<file path="src/rtl/core/sctalloc_pkg.sv">
// Shared types and constants for the scrolling comment track allocator.
// No dependencies.
package sctalloc_pkg;
  localparam int SLOTS   = 256;
  localparam int TRACKS  = 64;
  localparam int SLOT_W  = $clog2(SLOTS);
  localparam int TRK_W   = $clog2(TRACKS);
  localparam int EDGE_W  = 15;

  localparam logic [1:0] ST_PLACED = 2'd0;
  localparam logic [1:0] ST_POOL   = 2'd1;
  localparam logic [1:0] ST_TRACKS = 2'd2;
  localparam logic [1:0] ST_TICK   = 2'd3;

  localparam logic [2:0] CFG_SW  = 3'd0;
  localparam logic [2:0] CFG_FR  = 3'd1;
  localparam logic [2:0] CFG_RT  = 3'd2;
  localparam logic [2:0] CFG_MA  = 3'd3;
  localparam logic [2:0] CFG_OV  = 3'd4;

  typedef struct packed {
    logic               busy;
    logic signed [15:0] left;
    logic [13:0]        width;
    logic [TRK_W-1:0]   track;
  } slot_t;
endpackage

</file>
<file path="src/rtl/core/sctalloc_track_cell.sv">
// One track edge: rotates for the minimum search, else takes broadcast writes.
// Depends on sctalloc_pkg.
module sctalloc_track_cell (
  input  logic                            clk,
  input  logic                            rst_n,
  input  logic                            clr,
  input  logic                            shift,
  input  logic [sctalloc_pkg::EDGE_W-1:0] d_in,
  input  logic                            wr,
  input  logic                            mx,
  input  logic [sctalloc_pkg::EDGE_W-1:0] val,
  output logic [sctalloc_pkg::EDGE_W-1:0] q
);
  import sctalloc_pkg::*;

  logic [EDGE_W-1:0] edge_r;

  always_ff @(posedge clk) begin
    if (!rst_n || clr) begin
      edge_r <= '0;
    end else if (shift) begin
      edge_r <= d_in;
    end else if (wr || (mx && val > edge_r)) begin
      edge_r <= val;
    end
  end

  assign q = edge_r;
endmodule

</file>
<file path="config.mk">
export PLATFORM = sky130hd
export DESIGN_NAME = sctalloc_track_cell
export DESIGN_NICKNAME = d
export VERILOG_FILES = /design/src/rtl/core/sctalloc_pkg.sv /design/src/rtl/core/sctalloc_track_cell.sv
export SDC_FILE = /design/constraint.sdc
export NUM_CORES = 1
export LEC_CHECK = 0
export BUFFER_PORTS_ARGS = -buffer_cell sky130_fd_sc_hd__buf_2
export CAP_MARGIN = 10
export CORE_UTILIZATION = 40
export DETAILED_ROUTE_END_ITERATION = 6
export GPL_TIMING_DRIVEN = 0
export MAX_ROUTING_LAYER = met4
export PLACE_DENSITY = 0.74
export SYNTH_ARGS = -nofsm -noshare
export SYNTH_HDL_FRONTEND = slang
export SYNTH_SLANG_ARGS = --single-unit
</file>
<file path="constraint.sdc">
create_clock -name clk -period 3.1 [get_ports clk]
set_input_delay 0.155 -clock clk [delete_from_list [all_inputs] [get_ports clk]]
set_output_delay 0.155 -clock clk [all_outputs]
set_load 0.005 [all_outputs]
</file>
==> impl_metrics.yaml <==
logic_synthesis:
  synth_top_area_cell: "dfxtp_1"
  synthCells: 139
  ys_seq_elements: 15
  netlist.area_leader.share_pct: 25.7
  yosysUniqueCellTypes: 23
  synth_nets: 190
  yosys_warnings: 0
  avgSynthCellArea_um2: 8.40
  yosysMostFrequentCell: "nand2_1"
  synthFlopType: "dfxtp_1"
  syn-cell-area_um2: 1170
  synthTopCellsByArea: "dfxtp_1, ha_1, mux2i_1"
  yosysSeqAreaShare_pct: 25.7
  synthArstFlopShare_pct: 0
  synth_edf_count: 0
sta:
  slew_headroom_pct: 64.3
  post-route-period-util_pct: 67.6
  clock_skew_ps: 13.7
  drv_slew: 0
  layout_min_cycle_time_ps: 2090
  fin_tns_setup_ps: 0
  hold_violations: 0
  rsz0062_at_grt: "false"
  timing.fmax_mhz: 477
  tightest_slew_ps: 535
  setup_violations: 0
layout:
  drive_gt1_share_pct: 29.0
  largest_register_ffs: 15
  syn_to_final_growth_pct: 27.0
  post_layout_nonfiller_instances: 224
  nets: 245
  diodes: 0
worst_setup_path:
  r2r-start: "q[14]"
  crit_fanout: 10
  path_cells: "inv_1, ha_1, nand4_1, o41ai_1, a32o_1, buf_6, buf_12, mux2i_1"
  worstSetupStartpointType: "flop"
  r2r_setup_slack_ps: 1010
  path_class: "reg -> reg"
  cp.buffers_inverters: 3
  r2r_cells: 8
  arrival_ps: 2300
  crit_required_ps: 3310
  worst_path_max_delay_cell: "o41ai_1"
  crit_path_max_incr_delay_ps: 420
  path_delay_family: "compound AO/OA/AOI/OAI gates"
  end_kind: "flop"
  rr_endpoint: "q[5]"
cts:
  clkTransAtPathRegs_ps: 110
  clock_latency_ps: 290
  ctsHoldBuffers: 0
  cts_resized: 0
  post_cts_buffers: 0
  cts_tree: "done"
  htreeDepth: 1
  clock-root-buffer: "clkbuf_4"
  clock_sinks: 15
  numCtsBuffers: 3
  ctsLongestPathBuffers: 2
grt:
  track_usage_pct: 20.7
  globalRouteOverflowTotal: 0
  grt_max_degree: 11
  grt_pass1_wl_mm: 5.06
  antenna_found_initial: 0
  grt_pass1_vias: 1207
pwr:
  leakagePower_nw: 0.659
  max-vdd-ir-drop_v: 0.000203
  powerDensity_nw_per_um2: 323
routing:
  routed-via-count: 1175
  drc: 0
  dr.pass1.iters: 4
  final_antenna_net_count: 0
  drt-total-wl_mm: 2.99
  wl_per_cell_um: 13.4
  vias_per_cell: 5.25
  drtIter0Drc: 16
hold_path:
  hold_class: "in -> reg"
  min_to: "q[10]"
  holdPathStages: 3
  min_from: "val[10]"
die:
  ios: 51
  row_count: 19
  die_area_um2: 3140
  die_w_um: 56.0
  core_um2: 2760
  die_y_um: 56.0
  start_util_pct: 42.3
outcome:
  outcome: "completed"
place:
  hpwl_mm: 2.36
  numPlacedInstances: 220
  port_buffers: 50
  gp_congestion: 0.770
flow_run:
  drv_cap: 0
[area by class of cell]
| class | instances | area [um^2] |
|---|---|---|
| tap | 31 | 38.8 |
| sequential | 15 | 300 |
| timing repair buffer | 50 | 250 |
| clock buffer | 4 | 26.3 |
| buffer | 8 | 53.8 |
| inverter | 15 | 56.3 |
| multi-input combinational | 101 | 757 |
| fill | 276 | 1270 |
[tightest hold or removal path, cell delays in order]
cell      delay (ps)
buf_2             90
o211ai_1          70
mux2i_1          110
[layout by cell type, fill, tap and decap left out]
| master | synthesis | layout |
|---|---|---|
| nor2_1 | 2 | 2 |
| nand3b_1 | 1 | 1 |
| inv_1 | 15 | 15 |
| a32o_1 | 1 | 1 |
| mux2i_1 | 15 | 15 |
| a21oi_1 | 6 | 6 |
| buf_2 | 0 | 50 |
| nand4_1 | 3 | 3 |
| nand2b_1 | 15 | 15 |
| clkbuf_1 | 6 | 7 |
| buf_12 | 1 | 1 |
| o211ai_1 | 15 | 15 |
| o21ai_0 | 3 | 3 |
| clkbuf_4 | 0 | 3 |
| a21o_1 | 1 | 1 |
| or3_1 | 1 | 1 |
| ha_1 | 15 | 15 |
| nand2_1 | 17 | 17 |
| dfxtp_1 | 15 | 15 |
| nor2b_1 | 1 | 1 |
| o41ai_1 | 1 | 1 |
| nand3_1 | 2 | 2 |
| a221oi_2 | 1 | 1 |
| and3_1 | 1 | 1 |
| buf_6 | 1 | 1 |
[routing by layer]
| layer | up-vias | track usage [%] | wire length [um] |
|---|---|---|---|
| met1 | 528 | 24.6 | 1350 |
| li1 | 601 | - | - |
| met3 | 8 | 2.56 | 141 |
| met2 | 38 | 35.0 | 1450 |
| met5 | - | - | 0 |
| met4 | 0 | 9.06 | 55 |
[power breakdown]
part           leakage, nW  total [mW]  switching [mW]  internal (mW)
clock network       0.0150       0.121          0.0709         0.0499
logic                0.521       0.145          0.0731         0.0720
registers            0.123       0.212         0.00822          0.204
total                0.659       0.478           0.152          0.326
[worst max-delay path by stage]
stage,startpoint,endpoint,cells past startpoint
2_1_floorplan,q[14],q[10],8
3_3_place_gp,q[14],q[10],8
3_5_place_dp,q[14],q[5],8
4_1_cts,q[14],q[5],8
5_1_grt,q[14],q[2],8
6_report,q[14],q[5],8
[logic make-up (layout without fill, tap and decap cells)]
kind of cell	after synthesis	count (layout)	synth area share, %
adders and majority gates	15	15	16.1
buffers and inverters	23	77	9.43
AOI/OAI and AO/OA	28	28	17.0
DFF	15	15	25.7
muxes	15	15	12.9
and+or+nand+nor	43	43	18.9
[metrics by stage]
stage	worst slack, ps	power, mW	hold slack, ps	cell area [um^2]	utilization [%]
4_1_cts	1020	0.480	187	1480	53.8
6_report	1010	0.478	177	1480	53.8
3_3_place_gp	1180	0.356	461	1460	52.8
2_1_floorplan	1270	0.304	359	1170	-
5_1_grt	849	0.507	205	1480	53.8
3_5_place_dp	1050	0.361	471	1460	52.8
No activity file was read; power rests on OpenSTA's default activity.
