File: src/rtl/core/sctalloc_pkg.sv
// Shared types and constants for the scrolling comment track allocator.
// No dependencies.
package sctalloc_pkg;
  localparam int SLOTS   = 256;
  localparam int TRACKS  = 64;
  localparam int SLOT_W  = $clog2(SLOTS);
  localparam int TRK_W   = $clog2(TRACKS);
  localparam int EDGE_W  = 15;

  localparam logic [1:0] ST_PLACED = 2'd0;
  localparam logic [1:0] ST_POOL   = 2'd1;
  localparam logic [1:0] ST_TRACKS = 2'd2;
  localparam logic [1:0] ST_TICK   = 2'd3;

  localparam logic [2:0] CFG_SW  = 3'd0;
  localparam logic [2:0] CFG_FR  = 3'd1;
  localparam logic [2:0] CFG_RT  = 3'd2;
  localparam logic [2:0] CFG_MA  = 3'd3;
  localparam logic [2:0] CFG_OV  = 3'd4;

  typedef struct packed {
    logic               busy;
    logic signed [15:0] left;
    logic [13:0]        width;
    logic [TRK_W-1:0]   track;
  } slot_t;
endpackage

File: src/rtl/core/sctalloc_div.sv
// Restoring divider for the scroll step, one quotient bit a cycle.
// Depends on sctalloc_pkg.
module sctalloc_div (
  input  logic        clk,
  input  logic        rst_n,
  input  logic        start,
  input  logic [12:0] dividend,
  input  logic [9:0]  divisor,
  output logic        busy,
  output logic        done,
  output logic [12:0] quot
);
  import sctalloc_pkg::*;

  logic [12:0] dvd_r;
  logic [9:0]  rem_r;
  logic [9:0]  dsr_r;
  logic [3:0]  cnt_r;
  logic        busy_r;
  logic [10:0] trial;
  logic        fit;

  assign trial = {rem_r, dvd_r[12]};
  assign fit   = trial >= {1'b0, dsr_r};

  always_ff @(posedge clk) begin
    if (!rst_n) begin
      busy_r <= 1'b0;
      cnt_r  <= '0;
    end else if (start) begin
      busy_r <= 1'b1;
      cnt_r  <= 4'd12;
    end else if (busy_r) begin
      cnt_r <= cnt_r - 4'd1;
      if (cnt_r == 4'd0) begin
        busy_r <= 1'b0;
      end
    end
    if (start) begin
      dvd_r <= dividend;
      rem_r <= '0;
      dsr_r <= (divisor == 10'd0) ? 10'd1 : divisor;
    end else if (busy_r) begin
      rem_r <= fit ? 10'(trial - {1'b0, dsr_r}) : trial[9:0];
      dvd_r <= {dvd_r[11:0], fit};
    end
  end

  assign busy = busy_r;
  assign done = busy_r && cnt_r == 4'd0;
  assign quot = {dvd_r[11:0], fit};
endmodule

File: config.mk
export PLATFORM = sky130hd
export DESIGN_NAME = sctalloc_div
export DESIGN_NICKNAME = d
export VERILOG_FILES = /design/src/rtl/core/sctalloc_pkg.sv /design/src/rtl/core/sctalloc_div.sv
export SDC_FILE = /design/constraint.sdc
export NUM_CORES = 1
export LEC_CHECK = 0
export BUFFER_PORTS_ARGS = -buffer_cell sky130_fd_sc_hd__buf_4
export CAP_MARGIN = 30
export CORE_AREA = 2 2 77 79
export DETAILED_ROUTE_END_ITERATION = 12
export DIE_AREA = 0 0 79 81
export HOLD_SLACK_MARGIN = 0.03
export PLACE_DENSITY_LB_ADDON = 0.3
export SYNTH_ARGS = -nofsm -noshare
export SYNTH_HDL_FRONTEND = slang
export SYNTH_SLANG_ARGS = --single-unit
File: constraint.sdc
create_clock -name clk -period 3.35 [get_ports clk]
set_input_delay 1.005 -clock clk [delete_from_list [all_inputs] [get_ports clk]]
set_output_delay 1.005 -clock clk [all_outputs]
set_load 0.01 [all_outputs]
==> flow_metrics.tcl <==
set metrics [dict create \
    status "complete, no violations" \
    synthTopCellsByArea "edfxtp_1, dfxtp_1, ha_1" \
    synth_top_area_cell "edfxtp_1" \
    tns_ps 0 \
    required_ps 2340 \
    viasPerCell 4.86 \
    criticalPathCategory "reg -> out" \
    synth_seq_area_share 0.453 \
    hold_violations 0 \
    diodes 0 \
    crit_family "compound AO/OA/AOI/OAI gates" \
    rsz0062_at_grt "no" \
    dp_hpwl_mm 2.74 \
    clockRootBuffer "clkbuf_8" \
    peakVddDrop_mv 0.279 \
    setup_viol 0 \
    worst_path_most_repeated_cell "inv_1" \
    max_slew_margin 0.659 \
    async_flop_share 0 \
    io_buffers 40 \
    drv_slew 0 \
    cts.sinks 38 \
    grt_max_degree 41 \
    postRouteAntennaNets 0 \
    crit_arrival_ps 2030 \
    wl_per_cell_microns 12.5 \
    synth_nets 244 \
    synthFlopType "edfxtp_1" \
    crit_fanout 4 \
    die_w_microns 79 \
    synth_area_sq_um 2190 \
    sequentialPowerShare 0.454 \
    cp-end-kind "output pin" \
    htreeDepth 2 \
    crit_slowest_cell "a2111oi_2" \
    p_leak_uw 0.00111 \
    synth-edff-count 23 \
    rows 28 \
    postCtsResizedCells 0 \
    critPathBufInv 3 \
    start_util 0.386 \
    synth_common_cells "edfxtp_1, inv_1, dfxtp_1" \
    start_kind "flip-flop" \
    area.growth.synth_to_final_pct 15.9 \
    layout-drive-gt1-share 0.301 \
    yosysWarnings 0 \
    core_area_sq_um 5680 \
    worst_pin_slew_ps 511 \
    p_int_uw 913 \
    grt_first_pass_wirelength_mm 6.33 \
    grt_pass1_vias 1394 \
    postCtsSetupRepairBufs 0 \
    insertion_delay_ps 290 \
    pwr-share-comb 0.236 \
    hold_buffers 0 \
    drtPass1Iterations 4 \
    io_pins 41 \
    switching_share 0.273 \
    syn_avg_cell_area_sq_um 10.7 \
    grt-ovfl-total 0 \
    path_cells "inv_1 -> ha_1 -> nand3_1 -> o21bai_4 -> a2111oi_2 -> nor3_2 -> inv_1 -> buf_4" \
    antenna_found_initial 0 \
    drt_iter0_markers 44 \
    die_area_sq_um 6400 \
    period_share 0.906 \
    grt_usage 0.128 \
    fmax_ghz 0.329 \
    vias 1464 \
    gp_congestion 0.785 \
    route.detailed.drc 0 \
    critPathMaxStageDelay_ps 390 \
    cts_tree "built" \
    p_switching_uw 343 \
    power_density_nw_per_um2 495 \
    period_minus_slack_ps 3030 \
    place_ws_ps 615 \
    p_clk_frac 0.310 \
    setup_slack_ps 315 \
    synth_top_area_frac 0.316 \
    min-delay-path-class "reg -> reg" \
    nets 264 \
    tritoncts.num_buffers 5 \
    synth_most_common_cell "edfxtp_1" \
    skew_ps 6.59 \
    totalWireLength_mm 3.75 \
    maxCapViolations 0 \
    clk_pin_slew_ps 80 \
    synth_cells 205 \
    die_y_microns 81 \
    synth-seq-cells 38 \
    synth_cell_types 45 \
    ctsLongestPathBuffers 2 \
]
==> power by group through the flow <==
stage	clock network, uW	registers [uW]	logic, uW
after floorplan	0	575	236
after global placement	0	581	295
after detailed placement	0	581	298
after CTS	401	571	299
after global routing	423	577	331
final	390	570	296
==> kinds of logic (layout without fill, tap and decap cells) <==
| group | after synthesis | count (layout) | share of synthesized area |
|---|---|---|---|
| buffers and inverters | 48 | 69 | 0.113 |
| adders and majority gates | 13 | 13 | 0.0778 |
| muxes | 17 | 17 | 0.0852 |
| and+or+nand+nor | 40 | 40 | 0.0938 |
| DFF | 38 | 38 | 0.453 |
| xor gates and xnor gates | 11 | 11 | 0.0440 |
| AOI/OAI and AO/OA | 38 | 38 | 0.134 |
==> layout by cell type (no fill, tap or decap), types with 2 or more instances in the layout <==
cell        Yosys  routed
buf_4          13      42
o21a_1          3       3
dfxtp_1        15      15
mux2_2         13      13
nand2b_1        2       2
mux2i_1         4       4
clkbuf_8        0       5
nor2_1         14      14
a311o_1         2       2
a21o_1          6       6
clkinvlp_4      0       2
inv_1          19      19
nor3_1          2       2
a211oi_1        5       5
nor2b_1         2       2
o21ai_0         2       2
nor4_1          2       2
xnor2_1         4       4
nand2_1         8       8
nand4b_1        2       2
a21oi_1         5       5
xor2_1          7       7
edfxtp_1       23      23
nand3_1         2       2
a31oi_1         4       4
ha_1           12      12
==> registers in the layout, indices dropped and copies added, names as in the netlist <==
register	cells
busy	1
cnt_r	4
dsr_r	10
dvd_r	13
rem_r	10
==> final cells by class <==
type / instances / area (sq um)
Clock buffer: 5 / 68.8
Clock inverter: 3 / 45.0
Fill cell: 570 / 3140
Inverter: 19 / 71.3
Multi-Input combinational cell: 119 / 951
Sequential cell: 38 / 991
Tap cell: 75 / 93.8
Timing Repair Buffer: 42 / 315
==> tightest hold or removal path, cell delays in order (launching register included) <==
cell and delay, ps:
dfxtp_1 330, nor2_1 80, a211oi_1 40
==> routing by layer <==
layer / track usage / up-vias / routed length (microns)
li1: - / 745 / -
met1: 0.163 / 688 / 1760
met2: 0.208 / 27 / 1770
met3: 0.0333 / 4 / 170
met4: 0.0517 / 0 / 51
met5: 0 / - / 0
==> metrics by stage <==
step                hold slack (ps)   util  total power, uW  area, sq um  std cells
floorplan                       469      -              811         2190        205
global placement                492  0.427              876         2420        293
detailed placement              495  0.427              879         2420        293
CTS                             504  0.447             1270         2540        301
global route                    525  0.447             1330         2540        301
finish                          501  0.447             1260         2540        301
==> final timing paths <==
check | endpoint | slack (ps) | depth (start not counted) | startpoint
min reg2reg | cnt_r[1]$_SDFFE_PP0P_ | 500 | 2 | cnt_r[1]$_SDFFE_PP0P_
max reg2reg | rem_r[6]$_SDFFE_PP0P_ | 1060 | 9 | dsr_r[2]$_SDFFCE_PN0P_
min | cnt_r[1]$_SDFFE_PP0P_ | 500 | 2 | cnt_r[1]$_SDFFE_PP0P_
max | quot[0] | 320 | 8 | dsr_r[2]$_SDFFCE_PN0P_
(Power assumes the default switching activity.)
