**src/rtl/core/sctalloc_pkg.sv**
```systemverilog
// Shared types and constants for the scrolling comment track allocator.
// No dependencies.
package sctalloc_pkg;
  localparam int SLOTS   = 256;
  localparam int TRACKS  = 64;
  localparam int SLOT_W  = $clog2(SLOTS);
  localparam int TRK_W   = $clog2(TRACKS);
  localparam int EDGE_W  = 15;

  localparam logic [1:0] ST_PLACED = 2'd0;
  localparam logic [1:0] ST_POOL   = 2'd1;
  localparam logic [1:0] ST_TRACKS = 2'd2;
  localparam logic [1:0] ST_TICK   = 2'd3;

  localparam logic [2:0] CFG_SW  = 3'd0;
  localparam logic [2:0] CFG_FR  = 3'd1;
  localparam logic [2:0] CFG_RT  = 3'd2;
  localparam logic [2:0] CFG_MA  = 3'd3;
  localparam logic [2:0] CFG_OV  = 3'd4;

  typedef struct packed {
    logic               busy;
    logic signed [15:0] left;
    logic [13:0]        width;
    logic [TRK_W-1:0]   track;
  } slot_t;
endpackage

```
**src/rtl/core/sctalloc_slot_cell.sv**
```systemverilog
// One slot of the rotating slot ring.
// Depends on sctalloc_pkg.
module sctalloc_slot_cell (
  input  logic                clk,
  input  logic                rst_n,
  input  logic                shift,
  input  sctalloc_pkg::slot_t d_in,
  output sctalloc_pkg::slot_t q
);
  import sctalloc_pkg::*;

  slot_t q_r;

  always_ff @(posedge clk) begin
    if (shift) begin
      q_r <= d_in;
    end
    if (!rst_n) begin
      q_r.busy <= 1'b0;
    end
  end

  assign q = q_r;
endmodule

```
**config.mk**
```make
export PLATFORM = sky130hd
export DESIGN_NAME = sctalloc_slot_cell
export DESIGN_NICKNAME = d
export VERILOG_FILES = /design/src/rtl/core/sctalloc_pkg.sv /design/src/rtl/core/sctalloc_slot_cell.sv
export SDC_FILE = /design/constraint.sdc
export NUM_CORES = 1
export LEC_CHECK = 0
export BUFFER_PORTS_ARGS = -buffer_cell sky130_fd_sc_hd__buf_2
export CORE_ASPECT_RATIO = 2
export CORE_MARGIN = 2
export CORE_UTILIZATION = 42
export DETAILED_ROUTE_END_ITERATION = 12
export GPL_ROUTABILITY_DRIVEN = 0
export PLACE_DENSITY = 0.93
export RECOVER_POWER = 100
export SLEW_MARGIN = 10
export SYNTH_ARGS = -nofsm -noshare
export SYNTH_HDL_FRONTEND = slang
export SYNTH_SLANG_ARGS = --single-unit
```
**constraint.sdc**
```tcl
create_clock -name clk -period 2 [get_ports clk]
set_clock_uncertainty 0.2 [all_clocks]
set_input_delay 0.1 -clock clk [delete_from_list [all_inputs] [get_ports clk]]
set_output_delay 0.1 -clock clk [all_outputs]
set_load 0.02 [all_outputs]
```
==> flow_summary.ini, run 1 <==
[final_layout]
fillCellCount = 162
final_cell_mix = clkbuf_1, dlygate4sd3_1, buf_2
largest_reg_flops = 37
drive_gt1_frac = 0.278
final_nets = 201
stdcell_area_sq_mm = 0.00198
layout_commonest_cell = clkbuf_1
antenna_cells = 0
syn_to_final_growth_pct = 77.2
finalNonFillerCells = 190

[timing]
worst_slack_ns = 0.510
hold_viol = 0
period_share = 0.745
max_freq_mhz = 671
period_needed_ns = 1.49
slew_violations = 0
finalSetupViolCount = 0
relSlewSlack = 0.408
tns_ns = 0
worst_slew_pin_slew_ns = 0.888
rsz0062_at_grt = false

[grt]
antenna_found_initial = 0
grt.overflow.total = 0
grt_pass1_vias = 925
grt_pass1_wl_microns = 4510
grt_max_degree = 22
grtUsageTotal = 0.235

[routing]
dr.pass1.iters = 4
antenna_left = 0
wire_per_inst_microns = 16.4
drc_errors = 0
routed-via-count = 848
drt_iter0_markers = 16
drt-total-wl_microns = 3110
vias_per_cell = 4.46

[setup_path]
path_cells = buf_2 > clkbuf_1
r2r_slack_ns = 0.58
path_depth = 2
worstSetupPathType = input pin to flip-flop
critical_path_arrival_ns = 1.21
reg2regPathDepth = 3
worstPathMaxFanout = 21
crit_path_end_kind = flip-flop
crit_buf_inv = 2
slowest_stage = clkbuf_1
critPathRequiredTime_ns = 1.72
max_stage_delay_ns = 0.72
startpoint_type = input pin
cp_top_family = buffers and inverters

[synthesis]
seq_area_frac_synth = 0.985
yosys_warnings = 0
syn-cell-area_sq_mm = 0.00112
avgSynthCellArea_sq_um = 28.6
synth_cell_types = 4
synth_fp_nets = 79
ys_ff_latch = 37
synth_cells = 39

[die]
core_area_sq_mm = 0.00254
rows = 26
die_w_microns = 40.5
io-pin-count = 77
start_util = 0.440
fp.dieH_microns = 76.9
dieArea_sq_mm = 0.00311

[run]
maxCapViolations = 0

[placed_design]
port_buffers = 76
dp.cells = 144
placed_cell_area_sq_mm = 0.00155
pre_cts_ws_ns = 0.768

[clock_tree]
cts-root-buf = clkbuf_8
cts_buffers = 5
path_clk_slew_ns = 0.08
cts_max_level = 2
cts.sinks = 37
clockBufferDepth = 2
cts_tree = yes
insertion_delay_ns = 0.29

[power_and_ir_drop]
power.density_mw_per_mm2 = 913
power_uw = 1810
ir_drop_uv = 802
power_leakage_uw = 0.000776

[hold_path]
whs_path_depth = 1
hp-class = input pin to flip-flop

[status]
status = completed
what timing repair did:
item	CTS	global route
endpoints found under the setup margin	0	0
buffers inserted	0	0
hold buffers	38	0
resized for setup	0	0
endpoints found under the hold margin	37	0
per-layer routing:
layer | track usage | share of wire
met1 | 0.243 | 0.35
met2 | 0.384 | 0.56
met3 | 0.101 | 0.065
met4 | 0.100 | 0.027
met5 | 0 | 0
logic make-up after synthesis:
kind of cell and synth area share:
flip-flops 0.985, AND/OR/NAND/NOR 0.00560, multiplexers 0.00896
cell usage after synthesis:
cell      count  share of area
mux2i_1       1         0.0090
nor2b_1       1         0.0056
edfxtp_1     36           0.97
dfxtp_1       1          0.018
path summary, 6_finish.rpt:
check	from	end
hold / removal	shift	q[33]
setup reg to reg	q[36]	q[36]
setup / recovery	shift	q[3]
hold reg to reg	q[36]	q[36]
report_power, final:
part	internal, uW	switching, uW
logic	98.5	135
clock network	367	270
registers	918	19.4
total	1380	425
stage by stage:
step | utilization | hold WS, ns
floorplan | - | -0.00113
global placement | 0.612 | 0.0781
detailed placement | 0.612 | 0.0782
CTS | 0.805 | 0.105
global route | 0.780 | 0.0857
finish | 0.780 | 0.0779
cell type report:
type	count	area [sq um]	area share
repair buffers	115	717	0.362
clock buffers	5	68.8	0.0348
well taps	28	35.0	0.0177
multi-input cells	2	16.3	0.00822
clock inverters	3	41.3	0.0209
flip-flops and latches	37	1100	0.556
Note: power is estimated with default switching activity, not from simulation.
==> run 2, diff against run 1 <==
Settings changed: ABC_AREA from default to 1, CORE_UTILIZATION 42 to 39, PLACE_DENSITY 0.93 to 0.88.
Clock period 2 ns to 1.5 ns, I/O delays scaled along.
==> flow_summary.ini, run 2 <==
[synthesis]
yosysTopAreaCellShare = 0.963
synth_cell_types = 6
synth_fp_nets = 82
synth_edf_count = 36
seq_area_frac_synth = 0.981
synth.area.top_cells = edfxtp_1, dfxtp_1, nand2_1
yosys_warnings = 0
synthFlopType = edfxtp_1
ys_async_sr_fraction = 0
ys_ff_latch = 37
ys_top_cells_by_count = edfxtp_1, nand2_1
syn-cell-area_sq_mm = 0.00112
synth_cells = 42
yosysMostFrequentCell = edfxtp_1
synth_area_leader_cell = edfxtp_1
avgSynthCellArea_sq_um = 26.7

[setup_path]
reg2reg_from = q[36]
critical_path_arrival_ns = 1.37
startpoint_type = input pin
crit_path_end_kind = flip-flop
crit_start = rst_n
critPathRequiredTime_ns = 1.48
worstPathMaxFanout = 1
worstSetupPathType = input pin to flip-flop

[timing]
worst_slew_pin_slew_ns = 0.314
rsz0062_at_grt = false
hold_viol = 0
finalSetupViolCount = 0
period_share = 0.929
period_needed_ns = 1.39
max_freq_mhz = 717
relSlewSlack = 0.791
tns_ns = 0
slew_violations = 0

[power_and_ir_drop]
clkPwrFrac = 0.343
power_frac_comb = 0.133
ir_drop_uv = 1240
power_leakage_uw = 0.000787
p_int_uw = 1850
pwr-share-seq = 0.524
power_uw = 2380
power.density_mw_per_mm2 = 1190
p_sw_frac = 0.224
switching_power_uw = 534

[hold_path]
hp-class = input pin to flip-flop
hold_start = shift

[die]
core_area_sq_mm = 0.00274
io-pin-count = 77
start_util = 0.410
fp.dieH_microns = 79.9
dieArea_sq_mm = 0.00335
die_w_microns = 41.9
rows = 27

[placed_design]
port_buffers = 76
dp_hpwl_microns = 1760

[routing]
drc_errors = 0
dr.pass1.iters = 2
drt-total-wl_microns = 2900
antenna_left = 0
wire_per_inst_microns = 15.0
routed-via-count = 846
drt_iter0_markers = 20
vias_per_cell = 4.36

[final_layout]
final_cell_mix = clkbuf_1, dlygate4sd3_1, buf_2
largest_reg_flops = 37
final_nets = 204
multiInputGateArea_sq_um = 17.5
drive_gt1_frac = 0.273
layout_commonest_cell = clkbuf_1
antenna_cells = 0
ff_latch_area_sq_mm = 0.00110
syn_to_final_growth_pct = 77.9
fillCellCount = 191

[grt]
grt.overflow.total = 0
grt_pass1_wl_microns = 4290
grtUsageTotal = 0.179
antenna_found_initial = 0
grt_max_degree = 39
grt_pass1_vias = 923

[status]
status = completed

[clock_tree]
cts_tree = yes
path_clk_slew_ns = 0.08
cts_max_level = 2
cts.sinks = 37
cts_buffers = 5
clockBufferDepth = 2
cts-root-buf = clkbuf_8
insertion_delay_ns = 0.28
postCtsSetupBuffers = 0

[run]
maxCapViolations = 0
[run 2: kinds of logic (layout without fill, tap and decap cells)]
kind of cell / Yosys count / in the layout / synth area share
flops: 37 / 37 / 0.981
buf+inv: 1 / 124 / 0.00334
simple gates: 4 / 4 / 0.0156
[run 2: per-layer routing]
metal  up-vias  part of all wire  global-route usage
met1       393              0.37               0.188
li1        406                 -                   -
met4         0             0.025              0.0968
met5         -                 0                   0
met2        40              0.55               0.322
met3         7             0.057              0.0385
[run 2: path summary, 6_finish.rpt]
| check | to | slack (ns) | depth (start not counted) |
|---|---|---|---|
| max reg2reg | q[36] | 0.69 | 2 |
| min | q[29] | 0.06 | 2 |
| min reg2reg | q[36] | 0.32 | 2 |
| max | q[36] | 0.11 | 5 |
[run 2: cell type report]
class	instances	area share
sequential	37	0.551
timing repair buffer	115	0.367
clock buffer	6	0.0363
tap	29	0.0182
clock inverter	2	0.0169
multi-input combinational	4	0.00877
inverter	1	0.00188
[run 2: power by group through the flow]
stage               Combinational (uW)  Sequential (uW)  Clock [uW]
floorplan                         4.10             1370           0
global placement                   253             1260           0
detailed placement                 263             1270           0
CTS                                340             1240         817
global route                       335             1260         874
finish                             317             1250         818
[run 2: timing repair]
item,4_1_cts,5_1_grt
endpoints found under the setup margin,0,0
hold buffers,38,0
resized for setup,0,0
hold endpoints to repair,37,0
[run 2: worst max-delay path: stages]
cell and delay (ns):
dlygate4sd3_1 0.53, buf_2 0.12, nand2_1 0.05, dlygate4sd3_1 0.56, nor2_2 0.03
[run 2: through the flow]
step	utilization	hold slack, ns	area, sq um	instances	setup slack (ns)
after floorplan	-	-0.0261	1120	42	0.651
after global placement	0.570	0.0528	1560	148	0.600
after detailed placement	0.570	0.0531	1560	148	0.579
after CTS	0.748	0.0725	2050	194	0.120
after global routing	0.730	0.0720	2000	194	0.0922
final	0.730	0.0578	2000	194	0.106
